$ cat src/design/xpld_pkg.sv
package xpld_pkg;

   localparam int MAX_STEAL_DEFAULT = 64;
   localparam int MIN_W             = 7;
   localparam logic [MIN_W-1:0] MIN_BYTES_RESET = 7'd14;

   // code bytes of the supported subset
   localparam logic [7:0] OP_REP       = 8'hF3;
   localparam logic [7:0] OP_ESC       = 8'h0F;
   localparam logic [7:0] ENDBR_B2     = 8'h1E;
   localparam logic [7:0] ENDBR_B3     = 8'hFA;
   localparam logic [7:0] OP_OPSIZE    = 8'h66;
   localparam logic [7:0] REX_MASK     = 8'hF0;
   localparam logic [7:0] REX_BASE     = 8'h40;
   localparam logic [7:0] OP_PUSH_LO   = 8'h50;
   localparam logic [7:0] OP_POP_HI    = 8'h5F;
   localparam logic [7:0] OP_NOP       = 8'h90;
   localparam logic [7:0] OP_RET       = 8'hC3;
   localparam logic [7:0] OP_INT3      = 8'hCC;
   localparam logic [7:0] OP_GRP1_EB   = 8'h80;
   localparam logic [7:0] OP_GRP1_IB   = 8'h83;
   localparam logic [7:0] OP_MOV_EB_IB = 8'hC6;
   localparam logic [7:0] OP_GRP1_IZ   = 8'h81;
   localparam logic [7:0] OP_MOV_EV_IZ = 8'hC7;
   localparam logic [7:0] OP_MOV_RI_LO = 8'hB8;
   localparam logic [7:0] OP_MOV_RI_HI = 8'hBF;

   localparam logic [1:0] MOD_NONE  = 2'd0;
   localparam logic [1:0] MOD_D8    = 2'd1;
   localparam logic [1:0] MOD_D32   = 2'd2;
   localparam logic [1:0] MOD_REG   = 2'd3;
   localparam logic [2:0] RM_SIB    = 3'd4;
   localparam logic [2:0] RM_DISP   = 3'd5;

   typedef enum logic [9:0] {
      PH_IDLE   = 10'b00_0000_0001,
      PH_START  = 10'b00_0000_0010,
      PH_AFT66  = 10'b00_0000_0100,
      PH_AFTREX = 10'b00_0000_1000,
      PH_ENDBR  = 10'b00_0001_0000,
      PH_OP2    = 10'b00_0010_0000,
      PH_MODRM  = 10'b00_0100_0000,
      PH_SIB    = 10'b00_1000_0000,
      PH_SKIP   = 10'b01_0000_0000,
      PH_DONE   = 10'b10_0000_0000
   } phase_type;

   typedef struct packed {
      logic [7:0] code_byte;
      logic       first;
   } req_type;

   typedef struct packed {
      logic [6:0] steal_length;
      logic       accepted;
   } rsp_type;

   typedef struct packed {
      logic    valid;
      req_type data;
   } step_type;

   function automatic logic is_modrm_op(input logic [7:0] op);
      logic r;
      unique case (op)
         8'h01, 8'h03, 8'h09, 8'h0B, 8'h21, 8'h23, 8'h29, 8'h2B, 8'h31, 8'h33,
         8'h39, 8'h3B, 8'h84, 8'h85, 8'h87, 8'h88, 8'h89, 8'h8A, 8'h8B, 8'h8D,
         8'h63: r = 1'b1;
         default: r = 1'b0;
      endcase
      return r;
   endfunction

   function automatic logic is_op2(input logic [7:0] op);
      logic r;
      unique case (op)
         8'h1F, 8'hB6, 8'hB7, 8'hBE, 8'hBF, 8'h10, 8'h11, 8'h28, 8'h29, 8'h57,
         8'hEF: r = 1'b1;
         default: r = 1'b0;
      endcase
      return r;
   endfunction

   function automatic logic [2:0] disp_for_mod(input logic [1:0] md);
      logic [2:0] r;
      unique case (md)
         MOD_D8:  r = 3'd1;
         MOD_D32: r = 3'd4;
         default: r = 3'd0;
      endcase
      return r;
   endfunction

endpackage

$ cat src/design/xpld_decode.sv
module xpld_decode #(
   parameter int MAX_STEAL = xpld_pkg::MAX_STEAL_DEFAULT
) (
   input  logic                       clock,
   input  logic                       reset,
   input  logic [xpld_pkg::MIN_W-1:0] min_bytes,
   input  xpld_pkg::step_type         step,
   output logic                       res_valid,
   output xpld_pkg::rsp_type          res
);

   localparam int TW = $clog2(MAX_STEAL + 2);
   localparam int CW = (TW > xpld_pkg::MIN_W) ? TW : xpld_pkg::MIN_W;
   localparam logic [CW-1:0] LIMIT = CW'(MAX_STEAL);

   xpld_pkg::phase_type phase_ff, phase_in;
   logic [TW-1:0] total_ff, total_in;
   logic [3:0]    pend_ff, pend_in;
   logic [2:0]    imm_ff, imm_in;
   logic          opsize_ff, opsize_in;
   logic          rexw_ff, rexw_in;
   logic [1:0]    mod_ff, mod_in;
   logic [1:0]    endbr_ff, endbr_in;

   logic          active, is_end, bad, opcode_slot, pend_set;
   logic [3:0]    pend_n;
   logic [7:0]    b, want;
   logic [2:0]    d_sib;
   logic [CW-1:0] total_x, need;

   always_ff @(posedge clock) begin
      if (reset) begin
         phase_ff  <= xpld_pkg::PH_IDLE;
         total_ff  <= '0;
         pend_ff   <= '0;
         imm_ff    <= '0;
         opsize_ff <= 1'b0;
         rexw_ff   <= 1'b0;
         mod_ff    <= '0;
         endbr_ff  <= '0;
      end else begin
         phase_ff  <= phase_in;
         total_ff  <= total_in;
         pend_ff   <= pend_in;
         imm_ff    <= imm_in;
         opsize_ff <= opsize_in;
         rexw_ff   <= rexw_in;
         mod_ff    <= mod_in;
         endbr_ff  <= endbr_in;
      end
   end

   always_comb begin
      phase_in    = phase_ff;
      total_in    = total_ff;
      pend_in     = pend_ff;
      imm_in      = imm_ff;
      opsize_in   = opsize_ff;
      rexw_in     = rexw_ff;
      mod_in      = mod_ff;
      endbr_in    = endbr_ff;
      active      = 1'b0;
      is_end      = 1'b0;
      bad         = 1'b0;
      opcode_slot = 1'b0;
      pend_set    = 1'b0;
      pend_n      = '0;
      want        = xpld_pkg::ENDBR_B3;
      d_sib       = '0;
      res_valid   = 1'b0;
      res         = '0;
      b           = step.data.code_byte;
      total_x     = '0;
      need        = '0;

      if (step.valid) begin
         if (step.data.first) begin
            phase_in = xpld_pkg::PH_START;
            total_in = '0;
            pend_in  = '0;
            imm_in   = '0;
            mod_in   = '0;
            endbr_in = '0;
         end
         active = (phase_in != xpld_pkg::PH_IDLE) && (phase_in != xpld_pkg::PH_DONE);
      end

      if (active) begin
         total_in = total_in + 1'b1;
         unique case (phase_in)
            xpld_pkg::PH_START: begin
               opsize_in = 1'b0;
               rexw_in   = 1'b0;
               if (b == xpld_pkg::OP_REP) begin
                  endbr_in = 2'd1;
                  phase_in = xpld_pkg::PH_ENDBR;
               end else if (b == xpld_pkg::OP_OPSIZE) begin
                  opsize_in = 1'b1;
                  phase_in  = xpld_pkg::PH_AFT66;
               end else if ((b & xpld_pkg::REX_MASK) == xpld_pkg::REX_BASE) begin
                  rexw_in  = b[3];
                  phase_in = xpld_pkg::PH_AFTREX;
               end else begin
                  opcode_slot = 1'b1;
               end
            end
            xpld_pkg::PH_AFT66: begin
               if ((b & xpld_pkg::REX_MASK) == xpld_pkg::REX_BASE) begin
                  rexw_in  = b[3];
                  phase_in = xpld_pkg::PH_AFTREX;
               end else begin
                  opcode_slot = 1'b1;
               end
            end
            xpld_pkg::PH_AFTREX: opcode_slot = 1'b1;
            xpld_pkg::PH_ENDBR: begin
               want = (endbr_ff == 2'd1) ? xpld_pkg::OP_ESC :
                      (endbr_ff == 2'd2) ? xpld_pkg::ENDBR_B2 : xpld_pkg::ENDBR_B3;
               if (b != want) begin
                  bad = 1'b1;
               end else begin
                  endbr_in = endbr_ff + 2'd1;
                  is_end   = (endbr_in == 2'd0);
               end
            end
            xpld_pkg::PH_OP2: begin
               if (xpld_pkg::is_op2(b)) begin
                  imm_in   = '0;
                  phase_in = xpld_pkg::PH_MODRM;
               end else begin
                  bad = 1'b1;
               end
            end
            xpld_pkg::PH_MODRM: begin
               mod_in = b[7:6];
               if (b[7:6] == xpld_pkg::MOD_REG) begin
                  pend_set = 1'b1;
                  pend_n   = {1'b0, imm_ff};
               end else if (b[2:0] == xpld_pkg::RM_SIB) begin
                  phase_in = xpld_pkg::PH_SIB;
               end else if (b[7:6] == xpld_pkg::MOD_NONE && b[2:0] == xpld_pkg::RM_DISP) begin
                  bad = 1'b1;  // RIP-relative
               end else begin
                  pend_set = 1'b1;
                  pend_n   = {1'b0, xpld_pkg::disp_for_mod(b[7:6])} + {1'b0, imm_ff};
               end
            end
            xpld_pkg::PH_SIB: begin
               d_sib = (mod_ff == xpld_pkg::MOD_NONE && b[2:0] == xpld_pkg::RM_DISP) ?
                       3'd4 : xpld_pkg::disp_for_mod(mod_ff);
               pend_set = 1'b1;
               pend_n   = {1'b0, d_sib} + {1'b0, imm_ff};
            end
            xpld_pkg::PH_SKIP: begin
               pend_in = pend_ff - 4'd1;
               is_end  = (pend_in == 4'd0);
            end
            default: begin
               phase_in = xpld_pkg::PH_DONE;
            end
         endcase

         // opcode byte of an instruction
         if (opcode_slot) begin
            priority if ((b >= xpld_pkg::OP_PUSH_LO && b <= xpld_pkg::OP_POP_HI) ||
                         b == xpld_pkg::OP_NOP || b == xpld_pkg::OP_RET ||
                         b == xpld_pkg::OP_INT3) begin
               is_end = 1'b1;
            end else if (xpld_pkg::is_modrm_op(b)) begin
               imm_in   = '0;
               phase_in = xpld_pkg::PH_MODRM;
            end else if (b == xpld_pkg::OP_GRP1_EB || b == xpld_pkg::OP_GRP1_IB ||
                         b == xpld_pkg::OP_MOV_EB_IB) begin
               imm_in   = 3'd1;
               phase_in = xpld_pkg::PH_MODRM;
            end else if (b == xpld_pkg::OP_GRP1_IZ || b == xpld_pkg::OP_MOV_EV_IZ) begin
               imm_in   = (opsize_in && !rexw_in) ? 3'd2 : 3'd4;
               phase_in = xpld_pkg::PH_MODRM;
            end else if (b >= xpld_pkg::OP_MOV_RI_LO && b <= xpld_pkg::OP_MOV_RI_HI) begin
               pend_set = 1'b1;
               pend_n   = rexw_in ? 4'd8 : (opsize_in ? 4'd2 : 4'd4);
            end else if (b == xpld_pkg::OP_ESC) begin
               phase_in = xpld_pkg::PH_OP2;
            end else begin
               bad = 1'b1;
            end
         end

         if (pend_set) begin
            pend_in = pend_n;
            if (pend_n == 4'd0) begin
               is_end = 1'b1;
            end else begin
               phase_in = xpld_pkg::PH_SKIP;
            end
         end

         total_x = CW'(total_in);
         need    = (min_bytes == '0) ? CW'(1) : CW'(min_bytes);
         if (phase_in != xpld_pkg::PH_DONE) begin
            if (bad || total_x > LIMIT) begin
               phase_in  = xpld_pkg::PH_DONE;
               res_valid = 1'b1;
            end else if (is_end) begin
               if (total_x >= need) begin
                  phase_in         = xpld_pkg::PH_DONE;
                  res_valid        = 1'b1;
                  res.steal_length = total_x[6:0];
                  res.accepted     = 1'b1;
               end else begin
                  phase_in = xpld_pkg::PH_START;
               end
            end
         end
      end
   end

endmodule

$ cat src/design/x86_prologue_length_decoder.sv
// x86-64 prologue length decoder.
// req channel: one code byte per transfer, with a flag marking the first byte
// of a new prologue; a marked byte restarts decoding.
// rsp channel: at most one result per byte. A result is sent at the first
// instruction boundary where the covered byte count reaches min_bytes
// (accepted, with the count), or on an unsupported instruction, a
// RIP-relative operand, or a count above MAX_STEAL (refused, length 0).
// After a result, bytes are dropped until the next first-marked byte.
// csr channel: writes min_bytes (0 acts as 1); always ready, write only when
// the block is idle.
// The path runs from a req transfer into the input register, then through the
// decode logic into the result register, which loads while no result is stalled.
// Throughput: one byte per cycle while no result is held stalled; the decode
// step is a single pass of narrow logic over the byte and state.
// When the receiver stalls with a result held, decoding stops and the input
// register holds one byte; req_ready drops once that register is full.
// Reset clears the valid flag of both registers, returns to waiting for a
// first-marked byte and sets min_bytes to 14.
module x86_prologue_length_decoder #(
   parameter int MAX_STEAL = xpld_pkg::MAX_STEAL_DEFAULT
) (
   input  logic                       clock,
   input  logic                       reset,
   input  logic                       req_valid,
   output logic                       req_ready,
   input  xpld_pkg::req_type          req_data,
   output logic                       rsp_valid,
   input  logic                       rsp_ready,
   output xpld_pkg::rsp_type          rsp_data,
   input  logic                       csr_valid,
   output logic                       csr_ready,
   input  logic [xpld_pkg::MIN_W-1:0] csr_data
);

   logic                       in_valid_ff, in_valid_in;
   xpld_pkg::req_type          in_data_ff, in_data_in;
   logic                       out_valid_ff, out_valid_in;
   xpld_pkg::rsp_type          out_data_ff, out_data_in;
   logic [xpld_pkg::MIN_W-1:0] min_bytes_ff, min_bytes_in;

   logic               adv, consume;
   xpld_pkg::step_type step;
   logic               dec_valid;
   xpld_pkg::rsp_type  dec_res;

   assign adv       = !out_valid_ff || rsp_ready;
   assign consume   = in_valid_ff && adv;
   assign req_ready = !in_valid_ff || adv;
   assign csr_ready = 1'b1;
   assign rsp_valid = out_valid_ff;
   assign rsp_data  = out_data_ff;

   assign step.valid = consume;
   assign step.data  = in_data_ff;

   xpld_decode #(
      .MAX_STEAL (MAX_STEAL)
   ) u_decode (
      .clock     (clock),
      .reset     (reset),
      .min_bytes (min_bytes_ff),
      .step      (step),
      .res_valid (dec_valid),
      .res       (dec_res)
   );

   always_comb begin
      in_valid_in  = in_valid_ff;
      in_data_in   = in_data_ff;
      out_valid_in = out_valid_ff;
      out_data_in  = out_data_ff;
      min_bytes_in = min_bytes_ff;
      if (req_valid && req_ready) begin
         in_valid_in = 1'b1;
         in_data_in  = req_data;
      end else if (consume) begin
         in_valid_in = 1'b0;
      end
      if (adv) begin
         out_valid_in = dec_valid;
         out_data_in  = dec_res;
      end
      if (csr_valid && csr_ready) begin
         min_bytes_in = csr_data;
      end
   end

   always_ff @(posedge clock) begin
      if (reset) begin
         in_valid_ff  <= 1'b0;
         out_valid_ff <= 1'b0;
         min_bytes_ff <= xpld_pkg::MIN_BYTES_RESET;
      end else begin
         in_valid_ff  <= in_valid_in;
         out_valid_ff <= out_valid_in;
         min_bytes_ff <= min_bytes_in;
      end
      in_data_ff  <= in_data_in;
      out_data_ff <= out_data_in;
   end

   a_refuse_zero: assert property (@(posedge clock) disable iff (reset)
      (rsp_valid && !rsp_data.accepted) |-> (rsp_data.steal_length == '0))
      else $error("refusal with nonzero length");

   a_result_needs_byte: assert property (@(posedge clock) disable iff (reset)
      dec_valid |-> consume)
      else $error("result produced without a decoded byte");

   a_stall_holds_input: assert property (@(posedge clock) disable iff (reset)
      (in_valid_ff && !adv) |=> (in_valid_ff && $stable(in_data_ff)))
      else $error("input register lost a byte during stall");

endmodule
$ cat config.mk
export PLATFORM = sky130hd
export DESIGN_NAME = x86_prologue_length_decoder
export DESIGN_NICKNAME = d
export VERILOG_FILES = /design/src/design/xpld_pkg.sv /design/src/design/xpld_decode.sv /design/src/design/x86_prologue_length_decoder.sv
export SDC_FILE = /design/constraint.sdc
export NUM_CORES = 1
export LEC_CHECK = 0
export BUFFER_PORTS_ARGS = -buffer_cell sky130_fd_sc_hd__buf_2
export CAP_MARGIN = 20
export CORE_AREA = 2 2 113 115
export DETAILED_ROUTE_END_ITERATION = 16
export DIE_AREA = 0 0 115 117
export REMOVE_ABC_BUFFERS = 1
export SYNTH_ARGS = -nofsm -noshare
export SYNTH_HDL_FRONTEND = slang
export SYNTH_SLANG_ARGS = --single-unit
$ cat constraint.sdc
create_clock -name clock -period 7.1 [get_ports clock]
set_input_delay 1.065 -clock clock [delete_from_list [all_inputs] [get_ports clock]]
set_output_delay 1.065 -clock clock [all_outputs]
set_load 0.02 [all_outputs]
==> results of run 1 <==
[final cells by class]
cell class | count | area, sq um | area share, %
multi-input combinational | 380 | 2490 | 57.1
sequential | 56 | 1290 | 29.6
tap | 150 | 188 | 4.30
timing repair buffer | 32 | 165 | 3.78
clock buffer | 7 | 154 | 3.52
inverter | 18 | 67.6 | 1.55
clock inverter | 1 | 8.76 | 0.201
[cell usage after synthesis (all sizes together) (10+ instances only)]
master   n
inv     18
nor2b   13
nor2    45
ha      18
a21oi   28
o211ai  10
clkbuf  20
o21ai   27
nand3   19
edfxtp  17
nor3    18
nor4    11
dfxtp   39
nand2   42
or3     11
[logic make-up after synthesis]
group	synth area share (%)
and+or+nand+nor	29.5
adders and majority gates	5.93
AOI/OAI and AO/OA	22.2
buffers and inverters	4.70
muxes	1.80
xor gates and xnor gates	3.31
DFF	32.5
other	0.0945
[cells in the final DEF (no fill, tap or decap), types with 13 or more instances in the layout]
master / count
nor2_1: 45
buf_2: 30
inv_1: 18
o21ai_0: 25
nand3_1: 17
edfxtp_1: 17
dfxtp_1: 39
a21oi_1: 27
nand2_1: 42
ha_1: 18
nor2b_1: 13
nor3_1: 18
[power breakdown]
group / total [mW] / switching, mW / internal, mW
sequential: 0.359 / 0.0206 / 0.339
combinational: 0.0861 / 0.0525 / 0.0336
clock: 0.277 / 0.123 / 0.154
[tightest hold or removal path, stage by stage, from the launching register on]
cell,delay (ps)
dfxtp_1,310
o21ai_0,70
a21oi_1,60
[state kept, by name (all words and copies together) (netlist names)]
signal	cells
u_decode.endbr_ff	2
u_decode.imm_ff	3
rsp_data	8
u_decode.mod_ff	2
u_decode.total_ff	7
u_decode.phase_ff	10
u_decode.opsize_ff	1
in_valid_ff	1
u_decode.rexw_ff	1
in_data_ff	9
min_bytes_ff	7
rsp_valid	1
u_decode.pend_ff	4
[metrics by stage]
step                      area [sq um]  instances  util, %  setup WS (ps)  hold WS (ps)
after detailed placement          4200        636     34.1           1640           472
after global placement            4200        636     34.1           1810           470
final                             4370        644     35.5           1900           484
after CTS                         4370        644     35.5           1930           487
after global routing              4370        644     35.5           1450           500
after floorplan                   3850        454        -           2590           443
[layer usage]
metal / vias up / wire length, microns / GRT usage (%)
met5: - / 53 / 2.96
met3: 29 / 637 / 3.45
met1: 1796 / 4920 / 22.1
li1: 1807 / - / -
met4: 2 / 333 / 7.95
met2: 103 / 5110 / 26.7
[final timing paths]
kind	startpoint	to	slack, ps	cells past startpoint
max	rsp_ready	u_decode.phase_ff[1]	1900	17
min	u_decode.opsize_ff	u_decode.opsize_ff	480	2
max reg2reg	rsp_valid	u_decode.phase_ff[1]	2400	16
min reg2reg	u_decode.opsize_ff	u_decode.opsize_ff	480	2
==> impl_metrics.py, run 1 <==
metrics = {
    "clock_tree": {
        "cts_resized": 0,
        "numCtsBuffers": 5,
        "clockBufferDepth": 2,
        "ctsRootBufferMaster": "clkbuf_16",
        "h-tree-depth": 2,
        "cts.sinks": 56,
        "clk_pin_slew_ps": 70,
        "cts_setup_buffers": 0,
        "hold_buffers": 0,
        "cts_tree": "built",
        "clk_latency_ps": 300,
    },
    "grt": {
        "grt_first_pass_wirelength_microns": 18100,
        "grt_remaining_overflow": 0,
        "grt.total_usage_pct": 17.0,
        "grt_max_degree": 33,
        "antenna_found_initial": 0,
        "grt_pass1_vias": 3636,
    },
    "critical_path": {
        "worstSetupPathType": "in2reg",
        "crit_arrival_ps": 5400,
        "crit_family": "simple AND/OR/NAND/NOR gates",
        "cp_max_fo": 21,
        "worstPathBufferInverterCount": 3,
        "critPathLaunchType": "input pin",
        "cp.required_ps": 7290,
        "crit_path_frequent_cell": "nand2_1",
        "slowest_stage": "nand2_1",
        "end_kind": "register",
        "critPathMaxStageDelay_ps": 650,
        "crit_chain": "buf_2 -> nor2b_1 -> inv_1 -> nand2_1 -> and2_1 -> ha_1 -> nand2_1 -> o21a_1 -> o21ai_0 -> inv_1 -> ha_1 -> nand2_1 -> o31ai_1 -> nand3_1 -> o21ai_0 -> nor2b_1 -> o21ai_1",
    },
    "synthesis": {
        "syn_area_sq_um": 3970,
        "async_flop_share_pct": 0,
        "yosysWarnings": 0,
        "synth.area.top_cells": "dfxtp_1 (20%), edfxtp_1 (13%), ha_1 (5.7%)",
        "syn_inst": 481,
        "syn_avg_cell_area_sq_um": 8.25,
        "yosys.area.top_type": "dfxtp_1",
        "synth_enable_flop_cells": 17,
        "synth_top_area_share_pct": 19.7,
        "synth-seq-area-share_pct": 32.5,
        "synth_flop_cell": "dfxtp_1",
        "ys_types": 78,
        "ys_ff_latch": 56,
    },
    "placement": {
        "routabilityCongestion": 0.919,
        "port_buffers": 30,
        "dp.final_hpwl_microns": 8310,
    },
    "timing": {
        "worstMarginPinSlew_ps": 1050,
        "min_period_ps": 5200,
        "final_hold_viol_count": 0,
        "rsz0062_at_grt": "false",
        "fmax_mhz": 192,
        "tns_ps": 0,
        "post-route-period-util_pct": 73.3,
        "slew_headroom_pct": 28.1,
        "setup_viol": 0,
        "finClkSkew_ps": 5.53,
        "final_max_slew_viol_count": 0,
    },
    "route": {
        "drc": 0,
        "routed_wl_microns": 11100,
        "vias_per_cell": 5.80,
        "vias": 3737,
        "ant_nets": 0,
        "drt_first_pass_iters": 6,
        "wl_per_cell_microns": 17.2,
        "drt_iter0_markers": 324,
    },
    "floorplan": {
        "die_area_sq_um": 13500,
        "die_x_microns": 115,
        "core-area_sq_um": 12300,
        "rows": 41,
        "die_h_microns": 117,
        "io-pin-count": 32,
        "initial_core_util_pct": 32.2,
    },
    "cells_and_area": {
        "area_delta_synth_final_pct": 9.99,
        "fillers": 1297,
        "layout-drive-gt1-share_pct": 12.3,
        "diodes": 0,
        "final_nets": 532,
    },
    "pwr": {
        "power_uw": 722,
        "ir_drop_uv": 77.6,
        "power.density_nw_per_um2": 165,
        "p_leak_nw": 1.68,
    },
    "hold_path": {
        "hold_class": "reg2reg",
    },
    "run": {
        "drv_cap": 0,
    },
    "run_status": {
        "status": "finished, final reports clean",
    },
}
No activity file was read; power rests on OpenSTA's default activity.
==> inputs of run 2 (changes only) <==
==> constraint.sdc (replaced) <==
create_clock -name clock -period 4.4 [get_ports clock]
set_input_delay 0.66 -clock clock [delete_from_list [all_inputs] [get_ports clock]]
set_output_delay 0.66 -clock clock [all_outputs]
set_load 0.02 [all_outputs]
==> impl_metrics.py, run 2 (same netlist as run 1, synthesis figures left out) <==
metrics = {
    "route": {
        "routed_wl_microns": 11500,
        "vias": 3812,
        "wl_per_cell_microns": 17.7,
        "drt_first_pass_iters": 5,
        "vias_per_cell": 5.85,
        "ant_nets": 0,
        "drt_iter0_markers": 334,
        "drc": 0,
    },
    "timing": {
        "final_max_slew_viol_count": 0,
        "min_period_ps": 3610,
        "tns_ps": 0,
        "finClkSkew_ps": 3.85,
        "setup_viol": 0,
        "rsz0062_at_grt": "false",
        "final_hold_viol_count": 0,
        "slew_headroom_pct": 51.6,
        "fmax_mhz": 277,
        "post-route-period-util_pct": 82.0,
        "worstMarginPinSlew_ps": 725,
    },
    "floorplan": {
        "die_x_microns": 115,
        "die_area_sq_um": 13500,
        "core-area_sq_um": 12300,
        "rows": 41,
        "initial_core_util_pct": 32.2,
        "die_h_microns": 117,
        "io-pin-count": 32,
    },
    "clock_tree": {
        "clockBufferDepth": 2,
        "cts.sinks": 56,
        "hold_buffers": 0,
        "numCtsBuffers": 5,
        "cts_tree": "built",
        "cts_resized": 0,
        "clk_pin_slew_ps": 80,
        "clk_latency_ps": 300,
        "h-tree-depth": 2,
        "cts_setup_buffers": 0,
        "ctsRootBufferMaster": "clkbuf_16",
    },
    "grt": {
        "grt.total_usage_pct": 17.8,
        "grt_remaining_overflow": 0,
        "grt_max_degree": 33,
        "grt_first_pass_wirelength_microns": 18700,
        "grt_pass1_vias": 3489,
        "antenna_found_initial": 0,
    },
    "cells_and_area": {
        "largest_reg_flops": 10,
        "fillers": 1305,
        "multi_input_area_sq_um": 2490,
        "seq_area_sq_um": 1290,
        "mostFrequentLayoutCells": "nor2_1 (45), nand2_1 (42), dfxtp_1 (39), buf_2 (30), a21oi_1 (27)",
        "final_nets": 540,
        "finalNonFillerCells": 652,
        "diodes": 0,
        "regMostFlops": "u_decode.phase_ff",
        "layout-drive-gt1-share_pct": 13.9,
        "layout_commonest_cell": "nor2_1",
        "area_delta_synth_final_pct": 11.1,
    },
    "pwr": {
        "ir_drop_uv": 143,
        "p_comb_share_pct": 12.8,
        "p_int_uw": 817,
        "clockPowerShare_pct": 36.7,
        "p_leak_nw": 1.71,
        "power_frac_seq_pct": 50.5,
        "switchingPower_uw": 328,
        "power.share.switching_pct": 28.7,
        "power.density_nw_per_um2": 260,
    },
    "critical_path": {
        "worstRegToRegCells": 11,
        "critPathLaunchType": "register",
        "cp_max_fo": 18,
        "end_kind": "register",
        "cp.required_ps": 4540,
        "worstSetupPathType": "reg2reg",
        "crit_arrival_ps": 3750,
    },
    "placement": {
        "placed_cells": 644,
        "dp.final_hpwl_microns": 8590,
        "port_buffers": 30,
        "routabilityCongestion": 0.950,
    },
    "hold_path": {
        "holdPathStages": 2,
        "hold_class": "reg2reg",
    },
    "run": {
        "drv_cap": 0,
    },
    "run_status": {
        "status": "finished, final reports clean",
    },
}
run 2: final cells by class:
type / count / area share [%]
repair buffers: 40 / 5.11
flip-flops and latches: 56 / 29.3
inverters: 18 / 1.53
clock buffers: 5 / 2.84
well taps: 150 / 4.26
multi-input cells: 380 / 56.5
clock inverters: 3 / 0.454
run 2: stage by stage:
stage          setup slack, ps  power (mW)  hold WS [ps]  util, %  instance area (sq um)
3_3_place_gp               799       0.733           468     34.6                   4260
2_1_floorplan              292       0.673           443        -                   3850
4_1_cts                    856        1.15           485     35.8                   4410
6_report                   793        1.15           484     35.8                   4410
5_1_grt                    568        1.19           521     35.8                   4410
3_5_place_dp               767       0.734           475     34.6                   4260
run 2: power by group through the flow:
stage               clock network, mW  registers (mW)  logic, mW
floorplan                           0           0.580     0.0937
global placement                    0           0.589      0.144
detailed placement                  0           0.590      0.144
CTS                             0.427           0.578      0.145
global route                    0.448           0.582      0.164
finish                          0.420           0.579      0.146
run 2: routing by layer:
| layer | track usage, % | up-vias | wire length (microns) |
|---|---|---|---|
| li1 | - | 1837 | - |
| met1 | 25.8 | 1848 | 5500 |
| met2 | 27.8 | 115 | 5260 |
| met3 | 1.96 | 12 | 527 |
| met4 | 5.54 | 0 | 226 |
| met5 | 0 | - | 0 |
run 2: path summary, 6_finish.rpt:
| path | from | endpoint | slack [ps] |
|---|---|---|---|
| max | in_data_ff[8] | rsp_data[4] | 790 |
| min | u_decode.mod_ff[0] | u_decode.mod_ff[0] | 480 |
| max reg2reg | in_data_ff[8] | rsp_data[4] | 790 |
| min reg2reg | u_decode.mod_ff[0] | u_decode.mod_ff[0] | 480 |
run 2: critical path, cell delays in order (launching register included):
cell      delay, ps
edfxtp_1        710
nor2b_1         480
ha_1            340
a31oi_1         180
a211oi_1         80
a22o_1          290
nor3_1          150
a31oi_1          90
or4_4           510
o21bai_4        200
nand3_2         200
nor3_1          200
==> inputs of run 3 (changes only) <==
==> constraint.sdc (replaced) <==
create_clock -name clock -period 3.8 [get_ports clock]
set_input_delay 0.57 -clock clock [delete_from_list [all_inputs] [get_ports clock]]
set_output_delay 0.57 -clock clock [all_outputs]
set_load 0.02 [all_outputs]
==> impl_metrics.py, run 3 (same netlist as run 1, synthesis figures left out) <==
metrics = {
    "floorplan": {
        "initial_core_util_pct": 32.2,
        "core-area_sq_um": 12300,
        "die_h_microns": 117,
        "die_x_microns": 115,
        "io-pin-count": 32,
        "rows": 41,
        "die_area_sq_um": 13500,
    },
    "clock_tree": {
        "clockBufferDepth": 2,
        "numCtsBuffers": 5,
        "clk_latency_ps": 310,
        "cts.sinks": 56,
        "cts_setup_buffers": 0,
        "h-tree-depth": 2,
        "ctsRootBufferMaster": "clkbuf_16",
        "cts_tree": "built",
        "clk_pin_slew_ps": 80,
    },
    "hold_path": {
        "holdPathStages": 1,
        "min_from": "req_data[6]",
        "whs_endpoint": "in_data_ff[6]",
        "hold_class": "in2reg",
    },
    "cells_and_area": {
        "final_util_pct": 36.4,
        "layout-drive-gt1-share_pct": 15.5,
        "layout_commonest_cell": "nor2_1",
        "final_area_sq_um": 4480,
        "area_delta_synth_final_pct": 12.9,
        "final_nets": 548,
        "regMostFlops": "u_decode.phase_ff",
        "mostFrequentLayoutCells": "nor2_1 (45), nand2_1 (42), dfxtp_1 (39), buf_2 (30), a21oi_1 (27)",
        "largest_reg_flops": 10,
        "diodes": 0,
        "fillers": 1302,
    },
    "placement": {
        "place_ws_ps": 164,
        "placedInstanceArea_sq_um": 4320,
        "port_buffers": 30,
        "routabilityCongestion": 0.996,
        "dp.final_hpwl_microns": 8600,
    },
    "critical_path": {
        "worstPathBufferInverterCount": 0,
        "timing.reg2reg.setup_slack_ps": 400,
        "crit_path_frequent_cell": "nor3_1",
        "reg2reg_to": "rsp_data[4]",
        "reg2reg_from": "in_data_ff[2]",
        "end_kind": "register",
        "crit_arrival_ps": 3530,
        "crit_chain": "nor2b_1 -> a21oi_1 -> nor2_1 -> ha_1 -> a31o_2 -> a22o_1 -> nor3_1 -> a31oi_1 -> or4_4 -> o21bai_4 -> nand3_2 -> nor3_1",
        "critPathMaxStageDelay_ps": 560,
        "crit_family": "simple AND/OR/NAND/NOR gates",
        "worstRegToRegCells": 12,
        "cp.required_ps": 3940,
        "critPathLaunchType": "register",
        "slowest_stage": "edfxtp_1",
        "cp_max_fo": 11,
        "worstSetupPathType": "reg2reg",
    },
    "pwr": {
        "p_int_uw": 954,
        "p_leak_nw": 1.75,
        "clockPowerShare_pct": 37.3,
        "power.density_nw_per_um2": 300,
        "power.share.switching_pct": 29.0,
        "ir_drop_uv": 180,
        "switchingPower_uw": 390,
        "p_comb_share_pct": 13.3,
        "power_frac_seq_pct": 49.4,
    },
    "grt": {
        "grt_first_pass_wirelength_microns": 18300,
        "grt_remaining_overflow": 0,
        "grt_max_degree": 33,
        "grt_pass1_vias": 3552,
        "antenna_found_initial": 0,
        "grt.total_usage_pct": 17.2,
    },
    "timing": {
        "post-route-period-util_pct": 89.4,
        "rsz0062_at_grt": "false",
        "setup_viol": 0,
        "hold_ws_ps": 434,
        "final_hold_viol_count": 0,
        "slew_headroom_pct": 49.8,
        "finalWorstSetupSlack_ps": 404,
        "final_max_slew_viol_count": 0,
        "fmax_mhz": 294,
        "finClkSkew_ps": 7.66,
        "worstMarginPinSlew_ps": 750,
        "min_period_ps": 3400,
    },
    "route": {
        "wl_met2_microns": 5220,
        "drt_first_pass_iters": 5,
        "wl_met3_microns": 479,
        "highest_layer": "met4",
        "drc": 0,
        "vias_per_cell": 5.67,
        "wl_per_cell_microns": 17.0,
        "routed_wl_microns": 11200,
        "drt_iter0_markers": 338,
        "m1WireLength_microns": 5310,
        "vias": 3741,
        "ant_nets": 0,
    },
    "run_status": {
        "status": "finished, final reports clean",
    },
    "run": {
        "drv_cap": 0,
    },
}
==> run 3: cell count changes in the layout (fill, tap and decap cells not counted), sizes merged <==
cell | previous run | this run
clkinvlp | 0 | 2
inv | 20 | 19
clkinv | 1 | 0
buf | 40 | 48
==> run 3: what timing repair did <==
item | in CTS | in global routing
hold buffers | 0 | 0
setup endpoints to repair | 0 | 1
resized for setup | 0 | 1
==> run 3: stage by stage <==
step | TNS (ps) | instances | power [mW]
2_1_floorplan | -1280 | 454 | 0.780
3_3_place_gp | 0 | 652 | 0.852
3_5_place_dp | 0 | 652 | 0.855
4_1_cts | 0 | 660 | 1.35
5_1_grt | 0 | 660 | 1.40
6_report | 0 | 660 | 1.34
==> run 3: layout make-up <==
cell class | instances | area (sq um) | area share (%)
Multi-Input combinational cell | 380 | 2500 | 55.7
Sequential cell | 56 | 1290 | 28.8
Timing Repair Buffer | 48 | 285 | 6.37
Tap cell | 150 | 188 | 4.19
Clock buffer | 5 | 125 | 2.79
Inverter | 18 | 67.6 | 1.51
Clock inverter | 3 | 26.3 | 0.586
==> run 3: metal layers <==
layer  GRT usage, %  up-vias
li1               -     1840
met1           23.6     1787
met2           28.0       99
met3           2.01       15
met4           6.27        0
met5              0        -
==> run 3: worst max path at each step <==
stage	from	cells after the start	end	slack, ps
floorplan	rsp_ready	16	u_decode.phase_ff[1]	-220
global placement	rsp_ready	17	u_decode.phase_ff[1]	310
detailed placement	rsp_ready	17	u_decode.phase_ff[1]	160
CTS	in_data_ff[0]	15	u_decode.phase_ff[1]	360
global route	in_data_ff[0]	15	u_decode.phase_ff[1]	150
finish	in_data_ff[2]	12	rsp_data[4]	400
==> run 3: power groups by stage <==
stage | registers [mW] | clock network, mW | logic (mW)
6_report | 0.665 | 0.502 | 0.178
5_1_grt | 0.668 | 0.533 | 0.198
4_1_cts | 0.664 | 0.512 | 0.178
3_5_place_dp | 0.678 | 0 | 0.177
3_3_place_gp | 0.678 | 0 | 0.175
2_1_floorplan | 0.671 | 0 | 0.108
